<file path="src/rtl/epr_pkg.sv">
package epr_pkg;

  // Width of the measurement counter and of each stored pulse width.
  localparam int unsigned COUNT_WIDTH = 16;

  localparam int unsigned CFG_W       = 16;
  localparam int unsigned CFG_IDX_W   = 1;
  localparam int unsigned PRESCALE_W  = 16;
  localparam int unsigned DIST_W      = 14;
  localparam int unsigned SLOT_W      = 2;
  localparam int unsigned NUM_SLOTS   = 3;

  // Three samples summed: two extra bits of headroom.
  localparam int unsigned SUM_W       = COUNT_WIDTH + 2;

  // sum * 3714 / 65536 approximates sum / 3 / 5.882.
  localparam int unsigned SCALE_W     = 12;
  localparam int unsigned SCALE_NUM   = 3714;
  localparam int unsigned SCALE_SHIFT = 16;
  localparam int unsigned PROD_W      = SUM_W + SCALE_W;
  localparam int unsigned QUO_W       = PROD_W - SCALE_SHIFT;
  localparam int unsigned EXT_W       = (QUO_W > DIST_W) ? QUO_W : DIST_W;

  // Common width for comparing the counter against timer_top.
  localparam int unsigned CMP_W       = (COUNT_WIDTH > CFG_W) ? COUNT_WIDTH : CFG_W;

  localparam logic [DIST_W-1:0]     DIST_MAX      = '1;
  localparam logic [CFG_W-1:0]      TIMER_TOP_RST = '1;
  localparam logic [PRESCALE_W-1:0] PRESCALE_RST  = '0;
  localparam logic [SLOT_W-1:0]     LAST_SLOT     = SLOT_W'(NUM_SLOTS - 1);

  typedef enum logic [CFG_IDX_W-1:0] {
    CFG_TIMER_TOP = 1'b0,
    CFG_PRESCALE  = 1'b1
  } cfg_index_e;

  typedef struct packed {
    logic [CFG_W-1:0]      timer_top;
    logic [PRESCALE_W-1:0] prescale;
  } cfg_t;

  // Per-transaction result of the measurement stage.
  typedef struct packed {
    logic [SUM_W-1:0] sum;
    logic             upd;
    logic             meas;
  } meas_t;

endpackage

</file>
<file path="src/rtl/epr_core.sv">
module epr_core (
  input  logic          clk_i,
  input  logic          rst_ni,
  input  logic          step_i,
  input  logic          level_i,
  input  epr_pkg::cfg_t cfg_i,
  output epr_pkg::meas_t res_o
);

  logic                               prev_q, prev_d;
  logic                               active_q, active_d;
  logic [epr_pkg::PRESCALE_W-1:0]     presc_q, presc_d;
  logic [epr_pkg::COUNT_WIDTH-1:0]    cnt_q, cnt_d;
  logic [epr_pkg::SLOT_W-1:0]         slot_q, slot_d;
  logic [epr_pkg::COUNT_WIDTH-1:0]    samp_q [epr_pkg::NUM_SLOTS];
  logic [epr_pkg::COUNT_WIDTH-1:0]    samp_d [epr_pkg::NUM_SLOTS];
  epr_pkg::meas_t                     res_q, res_d;

  logic                               presc_wrap;
  logic                               ovf;
  logic [epr_pkg::COUNT_WIDTH-1:0]    cnt_adv;
  logic [epr_pkg::PRESCALE_W-1:0]     presc_adv;
  logic                               rise;
  logic                               fall;
  logic [epr_pkg::SLOT_W-1:0]         slot_eff;

  // Prescaled counter advance, judged before the echo edge.
  always_comb begin
    presc_wrap = (presc_q >= cfg_i.prescale);
    ovf        = 1'b0;
    cnt_adv    = cnt_q;
    presc_adv  = presc_q + epr_pkg::PRESCALE_W'(1);
    if (presc_wrap) begin
      presc_adv = '0;
      if ((epr_pkg::CMP_W'(cnt_q) == epr_pkg::CMP_W'(cfg_i.timer_top)) || (&cnt_q)) begin
        cnt_adv = '0;
        ovf     = 1'b1;
      end else begin
        cnt_adv = cnt_q + epr_pkg::COUNT_WIDTH'(1);
      end
    end
  end

  assign rise     = level_i & ~prev_q;
  assign fall     = ~level_i & prev_q;
  assign slot_eff = (slot_q > epr_pkg::LAST_SLOT) ? '0 : slot_q;

  always_comb begin
    cnt_d    = cnt_adv;
    presc_d  = presc_adv;
    active_d = active_q;
    slot_d   = slot_q;
    samp_d   = samp_q;
    res_d    = '0;
    if (ovf && active_q) begin
      active_d = 1'b0;
    end else if (rise && !active_q) begin
      active_d = 1'b1;
      cnt_d    = '0;
      presc_d  = '0;
    end else if (fall && active_q) begin
      active_d         = 1'b0;
      samp_d[slot_eff] = cnt_adv;
      if (slot_eff == epr_pkg::LAST_SLOT) begin
        slot_d    = '0;
        res_d.upd = 1'b1;
        res_d.sum = epr_pkg::SUM_W'(samp_q[0]) + epr_pkg::SUM_W'(samp_q[1])
                  + epr_pkg::SUM_W'(cnt_adv);
      end else begin
        slot_d = slot_eff + epr_pkg::SLOT_W'(1);
      end
    end
    res_d.meas = active_d;
  end

  always_ff @(posedge clk_i or negedge rst_ni) begin
    if (!rst_ni) begin
      prev_q   <= 1'b0;
      active_q <= 1'b0;
      presc_q  <= '0;
      cnt_q    <= '0;
      slot_q   <= '0;
      samp_q   <= '{default: '0};
      res_q    <= '0;
    end else if (step_i) begin
      prev_q   <= level_i;
      active_q <= active_d;
      presc_q  <= presc_d;
      cnt_q    <= cnt_d;
      slot_q   <= slot_d;
      samp_q   <= samp_d;
      res_q    <= res_d;
    end
  end

  assign res_o = res_q;

endmodule

</file>
<file path="src/rtl/epr_scale.sv">
module epr_scale (
  input  logic                        clk_i,
  input  logic                        rst_ni,
  input  logic                        load_i,
  input  epr_pkg::meas_t              res_i,
  output logic [epr_pkg::DIST_W-1:0]  distance_o,
  output logic                        updated_o,
  output logic                        measuring_o
);

  logic [epr_pkg::PROD_W-1:0] prod;
  logic [epr_pkg::EXT_W-1:0]  quo;
  logic [epr_pkg::DIST_W-1:0] dist_d, dist_q;
  logic                       upd_q;
  logic                       meas_q;

  assign prod   = epr_pkg::PROD_W'(res_i.sum) * epr_pkg::PROD_W'(epr_pkg::SCALE_NUM);
  assign quo    = epr_pkg::EXT_W'(prod >> epr_pkg::SCALE_SHIFT);
  assign dist_d = (quo > epr_pkg::EXT_W'(epr_pkg::DIST_MAX)) ? epr_pkg::DIST_MAX
                                                              : quo[epr_pkg::DIST_W-1:0];

  always_ff @(posedge clk_i or negedge rst_ni) begin
    if (!rst_ni) begin
      dist_q <= '0;
      upd_q  <= 1'b0;
      meas_q <= 1'b0;
    end else if (load_i) begin
      upd_q  <= res_i.upd;
      meas_q <= res_i.meas;
      if (res_i.upd) begin
        dist_q <= dist_d;
      end
    end
  end

  assign distance_o  = dist_q;
  assign updated_o   = upd_q;
  assign measuring_o = meas_q;

endmodule

</file>
<file path="src/rtl/echo_pulse_ranger.sv">
// Echo pulse-width ranger. Each input transaction is one sample of the echo
// line; each produces exactly one output transaction carrying the latest
// averaged distance in millimeters, a one-transaction updated flag, and the
// measuring flag. A prescaled counter (advancing every prescale+1 samples and
// wrapping after timer_top) times the high phase of the echo; every third
// captured width triggers a new average, floor(sum*3714/65536). The block
// takes one sample per clock while the receiver keeps taking results: a
// three-stage pipeline (input register, measurement state update, scaling
// multiplier with output register) carries each sample to the result. The
// state update of the counter and capture logic sets the sustained rate of
// one sample per clock. Write timer_top (index 0) and prescale (index 1)
// only while the pipeline is empty.
module echo_pulse_ranger (
  input  logic                           clk_i,
  input  logic                           rst_ni,
  // configuration
  input  logic                           cfg_we_i,
  input  logic [epr_pkg::CFG_IDX_W-1:0]  cfg_index_i,
  input  logic [epr_pkg::CFG_W-1:0]      cfg_data_i,
  // sample channel
  input  logic                           in_valid_i,
  output logic                           in_ready_o,
  input  logic                           echo_level_i,
  // result channel
  output logic                           out_valid_o,
  input  logic                           out_ready_i,
  output logic [epr_pkg::DIST_W-1:0]     distance_mm_o,
  output logic                           updated_o,
  output logic                           measuring_o
);

  epr_pkg::cfg_t  cfg_q;
  epr_pkg::meas_t b_res;

  logic a_valid_q, b_valid_q, c_valid_q;
  logic level_q;
  logic c_ready, b_ready;
  logic a_adv, b_adv;
  logic in_accept;

  // Configuration registers: take the write at once.
  always_ff @(posedge clk_i or negedge rst_ni) begin
    if (!rst_ni) begin
      cfg_q.timer_top <= epr_pkg::TIMER_TOP_RST;
      cfg_q.prescale  <= epr_pkg::PRESCALE_RST;
    end else if (cfg_we_i) begin
      case (epr_pkg::cfg_index_e'(cfg_index_i))
        epr_pkg::CFG_TIMER_TOP: cfg_q.timer_top <= cfg_data_i;
        epr_pkg::CFG_PRESCALE:  cfg_q.prescale  <= cfg_data_i;
        default: ;
      endcase
    end
  end

  // Pipeline flow control: a stage moves on when the next one is empty or
  // draining, so the sample channel stalls only when all three stages hold
  // data and the result is waiting.
  assign c_ready    = ~c_valid_q | out_ready_i;
  assign b_ready    = ~b_valid_q | c_ready;
  assign in_ready_o = ~a_valid_q | b_ready;
  assign a_adv      = a_valid_q & b_ready;
  assign b_adv      = b_valid_q & c_ready;
  assign in_accept  = in_valid_i & in_ready_o;

  always_ff @(posedge clk_i or negedge rst_ni) begin
    if (!rst_ni) begin
      a_valid_q <= 1'b0;
      b_valid_q <= 1'b0;
      c_valid_q <= 1'b0;
    end else begin
      if (in_accept) begin
        a_valid_q <= 1'b1;
      end else if (a_adv) begin
        a_valid_q <= 1'b0;
      end
      if (a_adv) begin
        b_valid_q <= 1'b1;
      end else if (b_adv) begin
        b_valid_q <= 1'b0;
      end
      if (b_adv) begin
        c_valid_q <= 1'b1;
      end else if (out_ready_i) begin
        c_valid_q <= 1'b0;
      end
    end
  end

  // Hold the sample until the measurement stage takes it.
  always_ff @(posedge clk_i) begin
    if (in_accept) begin
      level_q <= echo_level_i;
    end
  end

  // Advance the measurement state once per sample.
  epr_core u_core (
    .clk_i   (clk_i),
    .rst_ni  (rst_ni),
    .step_i  (a_adv),
    .level_i (level_q),
    .cfg_i   (cfg_q),
    .res_o   (b_res)
  );

  // Scale the sum and drive the output register.
  epr_scale u_scale (
    .clk_i       (clk_i),
    .rst_ni      (rst_ni),
    .load_i      (b_adv),
    .res_i       (b_res),
    .distance_o  (distance_mm_o),
    .updated_o   (updated_o),
    .measuring_o (measuring_o)
  );

  assign out_valid_o = c_valid_q;

  // A completed average always ends the measurement.
  assert property (@(posedge clk_i) disable iff (!rst_ni)
    (out_valid_o && updated_o) |-> !measuring_o)
    else $error("updated transaction reports measuring");

  // An empty output register never stalls the sample channel.
  assert property (@(posedge clk_i) disable iff (!rst_ni)
    !c_valid_q |-> in_ready_o)
    else $error("sample channel stalled with empty output register");

  // The held distance moves only when a new average enters the output stage.
  assert property (@(posedge clk_i) disable iff (!rst_ni)
    !(b_adv && b_res.upd) |=> $stable(distance_mm_o))
    else $error("distance changed without an update");

endmodule

</file>
<file path="config.mk">
export PLATFORM = sky130hd
export DESIGN_NAME = echo_pulse_ranger
export DESIGN_NICKNAME = d
export VERILOG_FILES = /design/src/rtl/epr_pkg.sv /design/src/rtl/epr_core.sv /design/src/rtl/epr_scale.sv /design/src/rtl/echo_pulse_ranger.sv
export SDC_FILE = /design/constraint.sdc
export NUM_CORES = 1
export LEC_CHECK = 0
export CORE_MARGIN = 8
export CORE_UTILIZATION = 60
export CTS_BUF_LIST = sky130_fd_sc_hd__clkbuf_16
export CTS_CLUSTER_SIZE = 20
export DETAILED_ROUTE_END_ITERATION = 10
export DONT_BUFFER_PORTS = 1
export GPL_ROUTABILITY_DRIVEN = 0
export PLACE_DENSITY = 0.76
export SLEW_MARGIN = 20
export SYNTH_ARGS = -nofsm -noshare
export SYNTH_HDL_FRONTEND = slang
export SYNTH_HIERARCHICAL = 1
export SYNTH_SLANG_ARGS = --single-unit
</file>
<file path="constraint.sdc">
create_clock -name clk_i -period 7.62 [get_ports clk_i]
set_input_delay 1.524 -clock clk_i [delete_from_list [all_inputs] [get_ports clk_i]]
set_output_delay 1.524 -clock clk_i [all_outputs]
set_load 0.01 [all_outputs]
</file>
Yosys cells after proc, flatten, opt, wreduce, memory -nomap -nowiden
Cells that the tools add are included.
{"block": "classes", "bitwise_logic": 17, "add_sub_neg": 5, "mux": 28, "n_reduce_logical": 16, "n_mul": 1, "order_cmp": 5, "eq_ne": 2}
{"cell": "two-way mux 16 bit", "n": 8}
{"cell": "two-way mux 19 bit", "n": 4}
{"cell": "bitwise mux 48 bit", "n": 1}
{"cell": "adder 16 x 1 -> 16 bit, second input constant", "n": 2}
{"cell": "demux 16 bit (select 2 bit)", "n": 1}
{"cell": "multiplier 18 x 11 -> 29 bit, second input constant", "n": 1}
{"cell": "adder 18 x 16 -> 18 bit", "n": 1}
{"cell": "adder 16 x 16 -> 17 bit", "n": 1}
{"cell": "== test 16 bit", "n": 1}
{"cell": "greater-or-equal comparator 16 bit", "n": 1}
{"cell": "AND reduction 16 bit", "n": 1}
{"cell": "greater-than comparator 14 bit, second input constant", "n": 1}
{"cell": "two-way mux 14 bit", "n": 1}
{"cell": "two-way mux 1 bit", "n": 11}
{"cell": "inverter 1 bit", "n": 8}
{"cell": "AND reduction 2 bit", "n": 4}
{"cell": "nonzero test 2 bit", "n": 3}
{"cell": "AND 1 bit", "n": 5}
{"cell": "logical AND 1 bit", "n": 4}
{"cell": "two-way mux 2 bit", "n": 2}
{"cell": "AND reduction 4 bit", "n": 1}
{"cell": "greater-or-equal comparator 3 bit, second input constant", "n": 1}
{"cell": "< comparator 3 x 1 -> 1 bit, second input constant", "n": 1}
{"cell": "inverter 2 -> 3 bit", "n": 1}
{"cell": "other kinds (7)", "n": 9}
{"block": "totals", "wordCells": 93, "in_bits": 23, "ff_bits": 155, "out_inout_bits": 18}

Depth between registers and ports, before layout
Gate-level depths: netlist of the first run.
{"block": "logic_depth", "ltp_word": 9, "mapped_depth": 21, "mapped_depth_nobuf": 19}

Cells and area by module
Netlist of the first run, hierarchy kept.
{"module": "epr_core", "area_each_um2": 5705.5, "cells_each": 601, "instances": 1, "seq_area_each_um2": 2177.1}
{"module": "epr_scale", "area_each_um2": 3342.0, "cells_each": 340, "instances": 1, "seq_area_each_um2": 400.4}
{"module": "echo_pulse_ranger", "area_each_um2": 1432.6, "cells_each": 82, "instances": 1, "seq_area_each_um2": 925.9}

Least setup slack after synthesis of the first run
OpenSTA, ideal clock, no wires.
{"block": "synth_timing", "path_kind": "flip-flop to flip-flop", "from": "reg u_core/presc_q[10] (netlist bit)", "to": "reg u_core.res_q (netlist bit u_core/res_o[17])", "slack_ns": 2.932, "path_buffers": 2, "setup_ns": 0.121, "stages_incl_launch_ff": 20, "synth_period_minus_slack_ns": 4.688, "t_arrival_ns": 4.568, "required_time_ns": 7.499, "cell_sequence": "dfrtp_1 ha_1 a21o_1 a211o_1 a21oi_1 o21a_1 buf_4 buf_2 a22oi_1 fa_1 inv_1 ha_1 fa_1 a21o_1 a221oi_1 a31oi_1 o41ai_2 o21ai_0 xor2_1 a22o_1"}
{"block": "synth_between", "elab_chain_cells": 7, "elab_cells_between_ends": 9, "cone_classes": "1 x add/sub; 1 x order compare; 6 x mux; 1 x reduce/logical"}
{"element": "from (decl)", "line": "epr_core.sv:12", "source": "logic [epr_pkg::PRESCALE_W-1:0] presc_q, presc_d;"}
{"element": "from (signal assigned)", "line": "epr_core.sv:88", "source": "presc_q <= presc_d;"}
{"element": "greater-or-equal comparator 16 bit (*)", "line": "epr_core.sv:29", "source": "presc_wrap = (presc_q >= cfg_i.prescale);"}
{"element": "two-way mux 16 bit", "line": "epr_core.sv:33", "source": "if (presc_wrap) begin"}
{"element": "adder 18 x 16 -> 18 bit", "line": "epr_core.sv:68", "source": "+ epr_pkg::SUM_W'(cnt_adv);"}
{"element": "two-way mux 19 bit", "line": "epr_core.sv:64", "source": "if (slot_eff == epr_pkg::LAST_SLOT) begin"}
{"element": "two-way mux 19 bit", "line": "epr_core.sv:61", "source": "end else if (fall && active_q) begin"}
{"element": "two-way mux 19 bit", "line": "epr_core.sv:57", "source": "end else if (rise && !active_q) begin"}
{"element": "two-way mux 19 bit (*)", "line": "epr_core.sv:55", "source": "if (ovf && active_q) begin"}
{"element": "to (signal assigned)", "line": "epr_core.sv:92", "source": "res_q <= res_d;"}
{"element": "to (decl)", "line": "epr_core.sv:17", "source": "epr_pkg::meas_t res_q, res_d;"}
Every way passes the cells marked *; elsewhere a longest branch is shown, timed or not.
A chain may end at the register's enable or synchronous reset.

Worst setup path after layout of the first run
{"block": "layout_timing", "from": "reg u_core/presc_q[14] (netlist bit)", "to": "reg u_core.res_q (netlist bit u_core/res_o[17])"}
{"block": "layout_between", "elab_chain_cells": 7, "elab_cells_between_ends": 9, "cone_classes": "1 x add/sub; 1 x order compare; 6 x mux; 1 x reduce/logical"}
{"element": "greater-or-equal comparator 16 bit", "line": "epr_core.sv:29"}
{"element": "two-way mux 16 bit", "line": "epr_core.sv:33"}
{"element": "via u_core.cnt_adv (one bit)", "line": "epr_core.sv:21", "source": "logic [epr_pkg::COUNT_WIDTH-1:0] cnt_adv;"}
{"element": "adder 18 x 16 -> 18 bit", "line": "epr_core.sv:68"}
{"element": "two-way mux 19 bit", "line": "epr_core.sv:64"}
{"element": "two-way mux 19 bit", "line": "epr_core.sv:61"}
{"element": "two-way mux 19 bit", "line": "epr_core.sv:57"}
{"element": "two-way mux 19 bit", "line": "epr_core.sv:55"}
The timed path passes the listed nets, and every way through them passes these cells.

==> results of run 1 <==
[metal layers]
metal,part of all wire,track usage
met4,0.012,0.05711
met2,0.50,0.3509
met5,0,0
met1,0.44,0.2614
met3,0.051,0.04497
[worst max path at each step]
stage / from / to / slack (ps) / cells after the start
after global placement: u_core/presc_q[10] / u_core/res_o[17] / 2630 / 18
after floorplan: u_core/presc_q[10] / u_core/res_o[17] / 2930 / 19
after CTS: u_core/presc_q[14] / u_core/res_o[17] / 2410 / 18
after detailed placement: u_core/presc_q[14] / u_core/res_o[17] / 2400 / 18
final: u_core/presc_q[14] / u_core/res_o[17] / 2320 / 18
after global routing: u_core/presc_q[5] / u_core/res_o[17] / 2000 / 18
[stage by stage]
stage / hold WS, ps / area, sq um / worst slack [ps]
5_1_grt: 514.0 / 11180 / 2000
6_report: 485.2 / 11180 / 2320
2_1_floorplan: 446.4 / 10480 / 2932
3_5_place_dp: 476.5 / 10530 / 2403
4_1_cts: 484.2 / 11180 / 2411
3_3_place_gp: 464.2 / 10530 / 2630
[worst register-to-register path, delay by kind of cell (launching register included)]
kind | cells | cell delay, ps
AOI/OAI and AO/OA | 11 | 2730
adders and majority gates | 3 | 1320
DFF | 1 | 420
buffers and inverters | 2 | 410
xor gates and xnor gates | 1 | 170
and+or+nand+nor | 1 | 130
[report_power, final]
part           switching (uW)  internal [uW]
Combinational             127            108
Clock                     325            581
Sequential               56.4            807
[cells by family (layout without fill, tap and decap cells)]
group / Yosys count / after routing / share of synthesized area
AOI/OAI and AO/OA: 253 / 253 / 0.1593
and+or+nand+nor: 248 / 248 / 0.1214
adders and majority gates: 171 / 171 / 0.2443
DFF: 139 / 139 / 0.3343
buffers and inverters: 123 / 116 / 0.05361
xor gates and xnor gates: 49 / 49 / 0.04095
muxes: 40 / 40 / 0.04620
[layout by cell type, fill, tap and decap left out, types with 4 or more instances in the layout]
master / Yosys / final
sky130_fd_sc_hd__a211oi_1: 4 / 4
sky130_fd_sc_hd__o211ai_1: 4 / 4
sky130_fd_sc_hd__o21ai_0: 69 / 69
sky130_fd_sc_hd__nor4_1: 6 / 6
sky130_fd_sc_hd__a21o_1: 22 / 22
sky130_fd_sc_hd__nor2_1: 36 / 36
sky130_fd_sc_hd__dfrtp_1: 122 / 122
sky130_fd_sc_hd__dfstp_2: 16 / 16
sky130_fd_sc_hd__bufinv_16: 0 / 5
sky130_fd_sc_hd__a22o_1: 22 / 22
sky130_fd_sc_hd__mux2_2: 26 / 26
sky130_fd_sc_hd__inv_1: 80 / 80
sky130_fd_sc_hd__nand4_1: 15 / 15
sky130_fd_sc_hd__xor2_1: 7 / 7
sky130_fd_sc_hd__clkbuf_16: 0 / 17
sky130_fd_sc_hd__buf_4: 2 / 4
sky130_fd_sc_hd__xnor2_1: 42 / 42
sky130_fd_sc_hd__o21bai_1: 4 / 4
sky130_fd_sc_hd__mux2_4: 10 / 10
sky130_fd_sc_hd__nor3_1: 10 / 10
sky130_fd_sc_hd__o21ai_1: 18 / 18
sky130_fd_sc_hd__nor3b_1: 9 / 9
sky130_fd_sc_hd__nand3_1: 23 / 23
sky130_fd_sc_hd__nand2b_1: 8 / 8
sky130_fd_sc_hd__clkinv_4: 0 / 5
sky130_fd_sc_hd__nand2_1: 99 / 99
sky130_fd_sc_hd__and3_1: 8 / 8
sky130_fd_sc_hd__a211o_1: 4 / 4
sky130_fd_sc_hd__o31ai_1: 10 / 10
sky130_fd_sc_hd__o21a_1: 9 / 9
sky130_fd_sc_hd__a31oi_1: 5 / 5
sky130_fd_sc_hd__and2_1: 8 / 8
sky130_fd_sc_hd__ha_1: 115 / 115
sky130_fd_sc_hd__a21oi_1: 45 / 45
sky130_fd_sc_hd__fa_1: 56 / 56
[layout make-up]
type | instances | area, sq um
Sequential cell | 139 | 3503
Tap cell | 225 | 281.5
Clock buffer | 17 | 425.4
Multi-Input combinational cell | 761 | 6415
Inverter | 80 | 300.3
Timing Repair Buffer | 4 | 30.03
Fill cell | 1355 | 6000
Clock inverter | 15 | 221.5
[sequential cells by signal, summed over array words and instances (netlist names), 2 cells and up]
register	flops
u_core/presc_q	16
u_core/samp_q	32
u_core/cnt_q	16
u_scale/distance_o	14
u_core/slot_q	2
u_core/res_o	20
cfg_q	32
==> impl_metrics.csv, run 1 <==
group,metric,value,unit
die,floorplan.initialDensity,0.6101,
setup_path,critPathKind,"reg -> reg",
clock_tree,cts_setup_buffers,0,
logic_synthesis,syn_area,10480,sq um
die,dieArea,21950,sq um
timing,max_freq,188.7,MHz
die,io-pin-count,41,
logic_synthesis,ys_warn_count,6,
global_route,largest_net_degree_at_the_start_of_global_routing,139,
drt,ant_nets,0,
timing,final.setup.tns,0,ps
setup_path,cp-end-kind,"register",
timing,final_hold_viol_count,0,
timing,period_minus_slack,5300,ps
drt,dr_pass1_iterations,5,
drt,iteration_0_drc_count_of_the_detailed_router,648,
global_route,grt.total_usage,0.2068,
timing,worst_slew_pin_slew,1037,ps
timing,timing.slew.headroom,0.3056,
timing,final_cycle_share,0.6956,
worst_hold_path,hp-start,"u_core/prev_q",
logic_synthesis,synth_cell_type_count,83,
logic_synthesis,ys.flop_type,"sky130_fd_sc_hd__dfrtp_1",
drt,drc_errors,0,
setup_path,worst_r2r_path_depth,18,
clock_tree,clock_sinks,139,
logic_synthesis,post_synth_main_area_contributors,"sky130_fd_sc_hd__dfrtp_1 (29%), sky130_fd_sc_hd__ha_1 (14%), sky130_fd_sc_hd__fa_1 (11%)",
timing,grt_setup_unrepaired,"no",
die,row_count,48,
setup_path,r2r_start,"u_core/presc_q[14]",
layout,number_of_inserted_diodes,0,
pwr,totalPowerFinal,2004,uW
logic_synthesis,yosysMostFrequentCell,"sky130_fd_sc_hd__dfrtp_1",
logic_synthesis,synthesis.nets,1217,
placement,placed_cells_incl_taps,1209,
layout,drive_above_1_share,0.1073,
layout,finalCoreUtilization,0.6507,
setup_path,required_time_of_the_critical_path,7920,ps
setup_path,worstReg2RegEnd,"u_core/res_o[17]",
setup_path,crit_slowest_cell,"sky130_fd_sc_hd__fa_1",
outcome,outcome,"finished, final reports clean",
setup_path,cpLargestDelayFamily,"compound AO/OA/AOI/OAI gates",
clock_tree,cts.root.buffer_cell,"sky130_fd_sc_hd__clkbuf_16",
worst_hold_path,hold_path_end,"u_core/res_o[0]",
logic_synthesis,synth.ff_latch_count,139,
die,die_width,148.2,um
clock_tree,holdBufCountCts,0,
logic_synthesis,ys_async_sr_fraction,0.9928,
logic_synthesis,yosysSeqAreaShare,0.3343,
clock_tree,clkTransAtPathRegs,60,ps
setup_path,critPathMaxStageDelay,500,ps
logic_synthesis,synth_largest_type_area_fraction,0.2913,
placement,hpwl,16390,um
logic_synthesis,synth_enable_flop_cells,1,
global_route,overflow,0,
timing,skew,6.392,ps
drt,wl_per_cell,17.57,um
setup_path,worst-path-max-fanout,29,
clock_tree,cts_max_path_buffers,2,
global_route,vias_in_the_first_global_route,7380,
layout,fin_nets,1197,
clock_tree,cts_made_buffers,17,
clock_tree,post_cts_resized,0,
die,die_height,148.2,um
drt,drt-total-wl,21810,um
setup_path,worst-r2r-setup-slack,2320,ps
global_route,grt_first_pass_wirelength,36810,um
worst_hold_path,hold_class,"reg -> reg",
clock_tree,cts_tree,"yes",
global_route,antenna_found_initial,0,
die,floorplan.core_area,17180,sq um
setup_path,worstPathBufferInverterCount,2,
drt,post_drt_via_cell_ratio,6.044,
timing,setup_viol,0,
pwr,peakVddDrop,0.1802,mV
clock_tree,clk-insertion-delay-late,420,ps
timing,report.final.slew_viol_count,0,
job,cap_viol_max_count,0,
logic_synthesis,synth_commonest_cells,"sky130_fd_sc_hd__dfrtp_1 (122), sky130_fd_sc_hd__ha_1 (115), sky130_fd_sc_hd__nand2_1 (99)",
logic_synthesis,synthesized_netlist_cell_count,1023,
logic_synthesis,synth.avg_cell_area,10.24,sq um
worst_hold_path,hold_path_depth,1,
setup_path,critical_path_arrival,5600,ps
clock_tree,htreeDepth,4,
layout,areaGrowthSynthToFinish,6.650,%
placement,port_buffers,0,
drt,num_vias,7501,
pwr,power_per_cell_area,179.3,nW/um^2
setup_path,path_cells,"ha_1 > a21oi_1 > a21boi_0 > a311oi_1 > o21a_1 > buf_4 > nor3b_1 > o21ai_0 > inv_1 > fa_1 > fa_1 > a21o_1 > a221oi_1 > a31oi_1 > o41ai_2 > o21ai_0 > xor2_1 > a22o_1",
pwr,leakage,0.005634,uW
setup_path,crit_path_start_kind,"register",
layout,final-instance-count-excl-fill,1241,
logic_synthesis,yosys.area.top_type,"sky130_fd_sc_hd__dfrtp_1",
Note: power is estimated with default switching activity, not from simulation.
==> inputs of run 2 (changes only) <==
Settings changed: CORE_UTILIZATION 60 to 59, PLACE_DENSITY 0.76 to 0.78.
Clock period 7.62 ns to 4.28 ns, I/O delays scaled along.
==> impl_metrics.csv, run 2 (same netlist as run 1, synthesis figures left out) <==
group,metric,value,unit
pwr,peakVddDrop,0.2935,mV
clock_tree,cts_tree,"yes",
placement,hpwl,18510,um
timing,skew,12.06,ps
layout,final_cell_mix,"sky130_fd_sc_hd__buf_4 (147), sky130_fd_sc_hd__dfrtp_1 (119), sky130_fd_sc_hd__nand2_1 (96), sky130_fd_sc_hd__ha_1 (79), sky130_fd_sc_hd__inv_1 (69)",
layout,number_of_inserted_diodes,0,
global_route,grt.total_usage,0.2365,
setup_path,worst-path-max-fanout,8,
drt,highest_layer,"met4",
clock_tree,clock_sinks,139,
global_route,largest_net_degree_at_the_start_of_global_routing,139,
die,floorplan.initialDensity,0.6038,
drt,drt-total-wl,29200,um
timing,setup_viol,15,
timing,period_minus_slack,4769,ps
global_route,vias_in_the_first_global_route,8395,
drt,dr_wl_met2,15340,um
die,die_height,149.3,um
global_route,grt_first_pass_wirelength,42210,um
setup_path,cp_common_cell,"sky130_fd_sc_hd__ha_4",
layout,finalCoreUtilization,0.7615,
layout,final_area,13220,sq um
job,cap_viol_max_count,0,
clock_tree,cts_made_buffers,17,
drt,num_vias,8620,
pwr,power_per_cell_area,265.6,nW/um^2
pwr,leakage,0.006429,uW
layout,areaGrowthSynthToFinish,26.11,%
setup_path,critPathKind,"reg -> reg",
die,die_width,149.3,um
setup_path,required_time_of_the_critical_path,4590,ps
worst_hold_path,hold_class,"in -> async",
placement,placedInstanceArea,11520,sq um
timing,hold_slack,115.3,ps
clock_tree,clkTransAtPathRegs,60,ps
clock_tree,htreeDepth,4,
placement,placed_cells_incl_taps,1333,
drt,dr_pass1_iterations,8,
die,row_count,48,
timing,worst_slew_pin_slew,1093,ps
outcome,outcome,"finished with violations",
clock_tree,clk-insertion-delay-late,430,ps
drt,ant_nets,0,
drt,drc_errors,0,
setup_path,cpLargestDelayFamily,"compound AO/OA/AOI/OAI gates",
layout,fin_nets,1354,
setup_path,critPathMaxStageDelay,500,ps
placement,port_buffers,0,
layout,final-instance-count-excl-fill,1398,
drt,wl_per_cell,20.89,um
timing,timing.slew.headroom,0.2681,
timing,grt_setup_unrepaired,"yes",
die,dieArea,22280,sq um
layout,most_frequent_standard_cell_in_the_layout_excluding_fill_and_tap_cells,"sky130_fd_sc_hd__buf_4",
drt,post_drt_via_cell_ratio,6.166,
timing,final_cycle_share,1.114,
outcome,violations,"setup timing",
clock_tree,cts_max_path_buffers,2,
timing,setup_slack,-489.2,ps
drt,iteration_0_drc_count_of_the_detailed_router,784,
drt,detailroute.wirelength.met3,1684,um
layout,drive_above_1_share,0.3282,
clock_tree,holdBufCountCts,0,
timing,max_freq,209.7,MHz
clock_tree,cts.root.buffer_cell,"sky130_fd_sc_hd__clkbuf_16",
setup_path,cp-end-kind,"register",
drt,met1Wirelength,11390,um
global_route,antenna_found_initial,0,
timing,report.final.slew_viol_count,0,
setup_path,crit_path_start_kind,"register",
setup_path,path_cells,"inv_1 > ha_4 > a21oi_1 > a21boi_0 > a311oi_2 > o21a_2 > buf_12 > buf_6 > a22oi_2 > fa_1 > inv_2 > ha_4 > fa_2 > a21o_1 > a221oi_4 > a31oi_2 > o41ai_2 > o21ai_2 > xor2_1 > a22o_1",
setup_path,critical_path_arrival,5080,ps
setup_path,worstPathBufferInverterCount,4,
setup_path,crit_slowest_cell,"sky130_fd_sc_hd__fa_1",
die,floorplan.core_area,17360,sq um
die,io-pin-count,41,
timing,final_hold_viol_count,0,
global_route,overflow,0,
[run 2: cell types whose count changed in the layout (fill, tap and decap cells not counted), moves of 5 or more]
cell | previous run | this run
sky130_fd_sc_hd__nor3_1 | 10 | 5
sky130_fd_sc_hd__inv_2 | 0 | 13
sky130_fd_sc_hd__buf_6 | 0 | 11
sky130_fd_sc_hd__a21oi_2 | 0 | 11
sky130_fd_sc_hd__inv_1 | 80 | 69
sky130_fd_sc_hd__ha_1 | 115 | 79
sky130_fd_sc_hd__buf_4 | 4 | 147
sky130_fd_sc_hd__fa_1 | 56 | 51
sky130_fd_sc_hd__o21ai_0 | 69 | 59
sky130_fd_sc_hd__ha_4 | 0 | 34
sky130_fd_sc_hd__nor2_1 | 36 | 29
sky130_fd_sc_hd__o21ai_2 | 1 | 8
sky130_fd_sc_hd__a21oi_1 | 45 | 32
sky130_fd_sc_hd__fa_2 | 0 | 5
[run 2: cell type report]
cell class | instances | area, sq um
Multi-Input combinational cell | 761 | 7293
Fill cell | 1010 | 4140
Sequential cell | 139 | 3507
Timing Repair Buffer | 161 | 1282
Clock buffer | 17 | 425.4
Inverter | 80 | 300.3
Tap cell | 225 | 281.5
Clock inverter | 15 | 126.4
[run 2: metrics by stage]
stage	worst slack [ps]	TNS [ps]	power [uW]
4_1_cts	-175.6	-418.4	3465
6_report	-489.2	-3365	3510
3_3_place_gp	-177.6	-882.5	2016
3_5_place_dp	-343.7	-2847	2046
5_1_grt	-592.9	-5224	3647
2_1_floorplan	-78.41	-78.41	1880
[run 2: worst reg2reg max path, delay by kind of cell (launching register included)]
| kind | cells | cell delay, ps |
|---|---|---|
| xor gates and xnor gates | 1 | 180 |
| buffers and inverters | 4 | 400 |
| adders and majority gates | 4 | 1220 |
| AOI/OAI and AO/OA | 11 | 2460 |
| DFF | 1 | 380 |
[run 2: path summary, 6_finish.rpt]
path                       startpoint                to  depth (start not counted)  slack, ps
max                         cfg_q[14]  u_core/res_o[17]                         20       -490
min                            rst_ni          cfg_q[1]                          0        120
max reg2reg                 cfg_q[14]  u_core/res_o[17]                         20       -490
min reg2reg                 a_valid_q         b_valid_q                          1        490
max in group asynchronous      rst_ni         cfg_q[22]                          0       3920
min in group clk_i          a_valid_q         b_valid_q                          1        490
[run 2: report_power, final]
group	internal (uW)	switching, uW
Sequential	1440	91.3
Combinational	277	304
Clock	797	605
[run 2: routing by layer]
metal  track usage  vias to the layer above
li1              -                     3914
met1        0.2874                     4288
met2        0.4165                      339
met3       0.04490                       79
met4       0.07219                        0
met5             0                        -
[run 2: timing repair]
action | 4_1_cts | 5_1_grt
buffers inserted | 17 | 17
gates cloned | 1 | 0
setup endpoints to repair | 22 | 24
pin swaps | 40 | 56
endpoints found under the hold margin | 0 | 0
resized for setup | 56 | 109
==> inputs of run 3 (changes only) <==
--- a/config.mk
+++ b/config.mk
@@ -13,4 +13,5 @@
 export DONT_BUFFER_PORTS = 1
 export GPL_ROUTABILITY_DRIVEN = 0
+export MAX_ROUTING_LAYER = met4
 export PLACE_DENSITY = 0.78
 export SLEW_MARGIN = 20
==> constraint.sdc (replaced) <==
create_clock -name clk_i -period 4.28 [get_ports clk_i]
set_input_delay 0.856 -clock clk_i [delete_from_list [all_inputs] [get_ports clk_i]]
set_output_delay 0.856 -clock clk_i [all_outputs]
set_load 0.005 [all_outputs]
==> impl_metrics.csv, run 3 (same netlist as run 1, synthesis figures left out) <==
group,metric,value,unit
outcome,outcome,"finished with violations",
outcome,violations,"setup timing",
layout,fin_nets,1357,
die,row_count,48,
die,die_height,149.3,um
setup_path,cpLargestDelayFamily,"compound AO/OA/AOI/OAI gates",
pwr,peakVddDrop,0.2933,mV
drt,dr_pass1_iterations,7,
setup_path,r2r_start,"u_core/presc_q[10]",
die,floorplan.initialDensity,0.6038,
placement,port_buffers,0,
global_route,largest_net_degree_at_the_start_of_global_routing,139,
die,io-pin-count,41,
drt,post_drt_via_cell_ratio,6.169,
pwr,power_per_cell_area,267.8,nW/um^2
setup_path,critical_path_arrival,5020,ps
timing,report.final.slew_viol_count,0,
clock_tree,cts_max_path_buffers,2,
setup_path,worstPathBufferInverterCount,3,
drt,drc_errors,0,
pwr,sequentialPowerShare,0.429,
timing,worst_slew_pin_slew,1011,ps
layout,number_of_inserted_diodes,0,
setup_path,worst-r2r-setup-slack,-460,ps
layout,finalCoreUtilization,0.7623,
pwr,power.share.combinational,0.158,
drt,wl_per_cell,20.83,um
placement,hpwl,18550,um
timing,final_cycle_share,1.108,
global_route,grt_first_pass_wirelength,43620,um
global_route,antenna_found_initial,0,
setup_path,critPathKind,"reg -> reg",
clock_tree,cts.root.buffer_cell,"sky130_fd_sc_hd__clkbuf_16",
clock_tree,cts_made_buffers,17,
pwr,power_switching_share,0.2784,
setup_path,crit_path_start_kind,"register",
drt,num_vias,8643,
timing,period_minus_slack,4741,ps
pwr,totalPowerFinal,3544,uW
layout,final_cell_mix,"sky130_fd_sc_hd__buf_4 (152), sky130_fd_sc_hd__dfrtp_1 (120), sky130_fd_sc_hd__nand2_1 (98), sky130_fd_sc_hd__ha_1 (83), sky130_fd_sc_hd__inv_1 (70)",
job,cap_viol_max_count,0,
pwr,clockPowerShare,0.413,
global_route,overflow,0,
die,die_width,149.3,um
timing,max_freq,210.9,MHz
global_route,grt.total_usage,0.2539,
global_route,vias_in_the_first_global_route,8680,
setup_path,worst_r2r_path_depth,19,
timing,skew,12.14,ps
setup_path,cp-end-kind,"register",
placement,placed_cells_incl_taps,1333,
clock_tree,holdBufCountCts,0,
die,dieArea,22280,sq um
timing,timing.slew.headroom,0.3229,
setup_path,cp.depth,19,
clock_tree,clock_sinks,139,
setup_path,required_time_of_the_critical_path,4560,ps
timing,setup_viol,14,
timing,setup_slack,-461.1,ps
setup_path,worst-path-max-fanout,8,
timing,final_hold_viol_count,0,
clock_tree,cts_tree,"yes",
pwr,leakage,0.006454,uW
clock_tree,clkTransAtPathRegs,70,ps
clock_tree,htreeDepth,4,
layout,most_frequent_standard_cell_in_the_layout_excluding_fill_and_tap_cells,"sky130_fd_sc_hd__buf_4",
drt,drt-total-wl,29180,um
pwr,cellInternalPower,2557,uW
setup_path,worstReg2RegEnd,"u_core/res_o[19]",
drt,iteration_0_drc_count_of_the_detailed_router,928,
setup_path,path_cells,"ha_4 > a21o_1 > a21oi_2 > a21o_1 > o21a_4 > buf_12 > buf_6 > nor4_2 > a21oi_2 > inv_1 > fa_1 > ha_1 > a21o_1 > a221oi_4 > a31oi_2 > o41ai_2 > o21ai_2 > a21oi_2 > o32ai_2",
layout,drive_above_1_share,0.3308,
worst_hold_path,hold_class,"in -> async",
layout,final-instance-count-excl-fill,1401,
clock_tree,clk-insertion-delay-late,430,ps
drt,ant_nets,0,
setup_path,critPathMaxStageDelay,450,ps
timing,grt_setup_unrepaired,"yes",
die,floorplan.core_area,17360,sq um
setup_path,crit_slowest_cell,"sky130_fd_sc_hd__fa_1",
layout,areaGrowthSynthToFinish,26.25,%
pwr,p_sw,986.5,uW
-- run 3: changes by cell type in the layout (fill, tap and decap cells not counted), sizes merged --
cell / previous run / this run
buf: 161 / 164
bufinv: 1 / 2
inv: 85 / 84
-- run 3: layout make-up --
cell class / count / area, sq um
fill: 1042 / 4125
sequential: 139 / 3506
clock buffer: 17 / 425.4
tap: 225 / 281.5
inverter: 80 / 300.3
multi-input combinational: 761 / 7258
clock inverter: 15 / 150.1
timing repair buffer: 164 / 1310
-- run 3: what timing repair did --
item                       CTS  global route
buffers inserted            16            22
gates cloned                 2             0
pin swaps                   35            87
gates resized for setup     65            92
hold endpoints to repair     0             0
setup endpoints to repair   22            24
-- run 3: worst max-delay path by stage --
stage                                  start          endpoint  slack (ps)
after detailed placement  u_core/presc_q[10]  u_core/res_o[17]        -320
after global routing      u_core/presc_q[10]  u_core/res_o[17]        -490
after global placement    u_core/presc_q[10]  u_core/res_o[19]        -180
after CTS                 u_core/presc_q[10]  u_core/res_o[17]        -150
after floorplan           u_core/presc_q[10]  u_core/res_o[17]         -80
final                     u_core/presc_q[10]  u_core/res_o[19]        -460
-- run 3: power by group through the flow --
stage | Sequential (uW) | Combinational (uW) | Clock (uW)
finish | 1520 | 558 | 1460
global route | 1530 | 611 | 1540
CTS | 1520 | 523 | 1470
detailed placement | 1540 | 497 | 0
global placement | 1540 | 476 | 0
floorplan | 1520 | 353 | 0
-- run 3: layer usage --
metal,track usage,vias to the layer above,part of all wire
met4,0.09086,0,0.030
li1,-,3917,-
met5,-,-,0
met3,0.04217,93,0.052
met1,0.2881,4274,0.39
met2,0.4446,359,0.53
-- run 3: metrics by stage --
| step | setup slack, ps | hold WS [ps] | area, sq um | setup TNS (ps) |
|---|---|---|---|---|
| floorplan | -78.41 | 446.4 | 10540 | -78.41 |
| global placement | -177.7 | 463.1 | 11520 | -884.3 |
| detailed placement | -319.5 | 477.5 | 11520 | -2674 |
| CTS | -150.5 | 104.4 | 12650 | -311.4 |
| global route | -491.1 | 101.1 | 13230 | -4609 |
| finish | -461.1 | 119.8 | 13230 | -2781 |
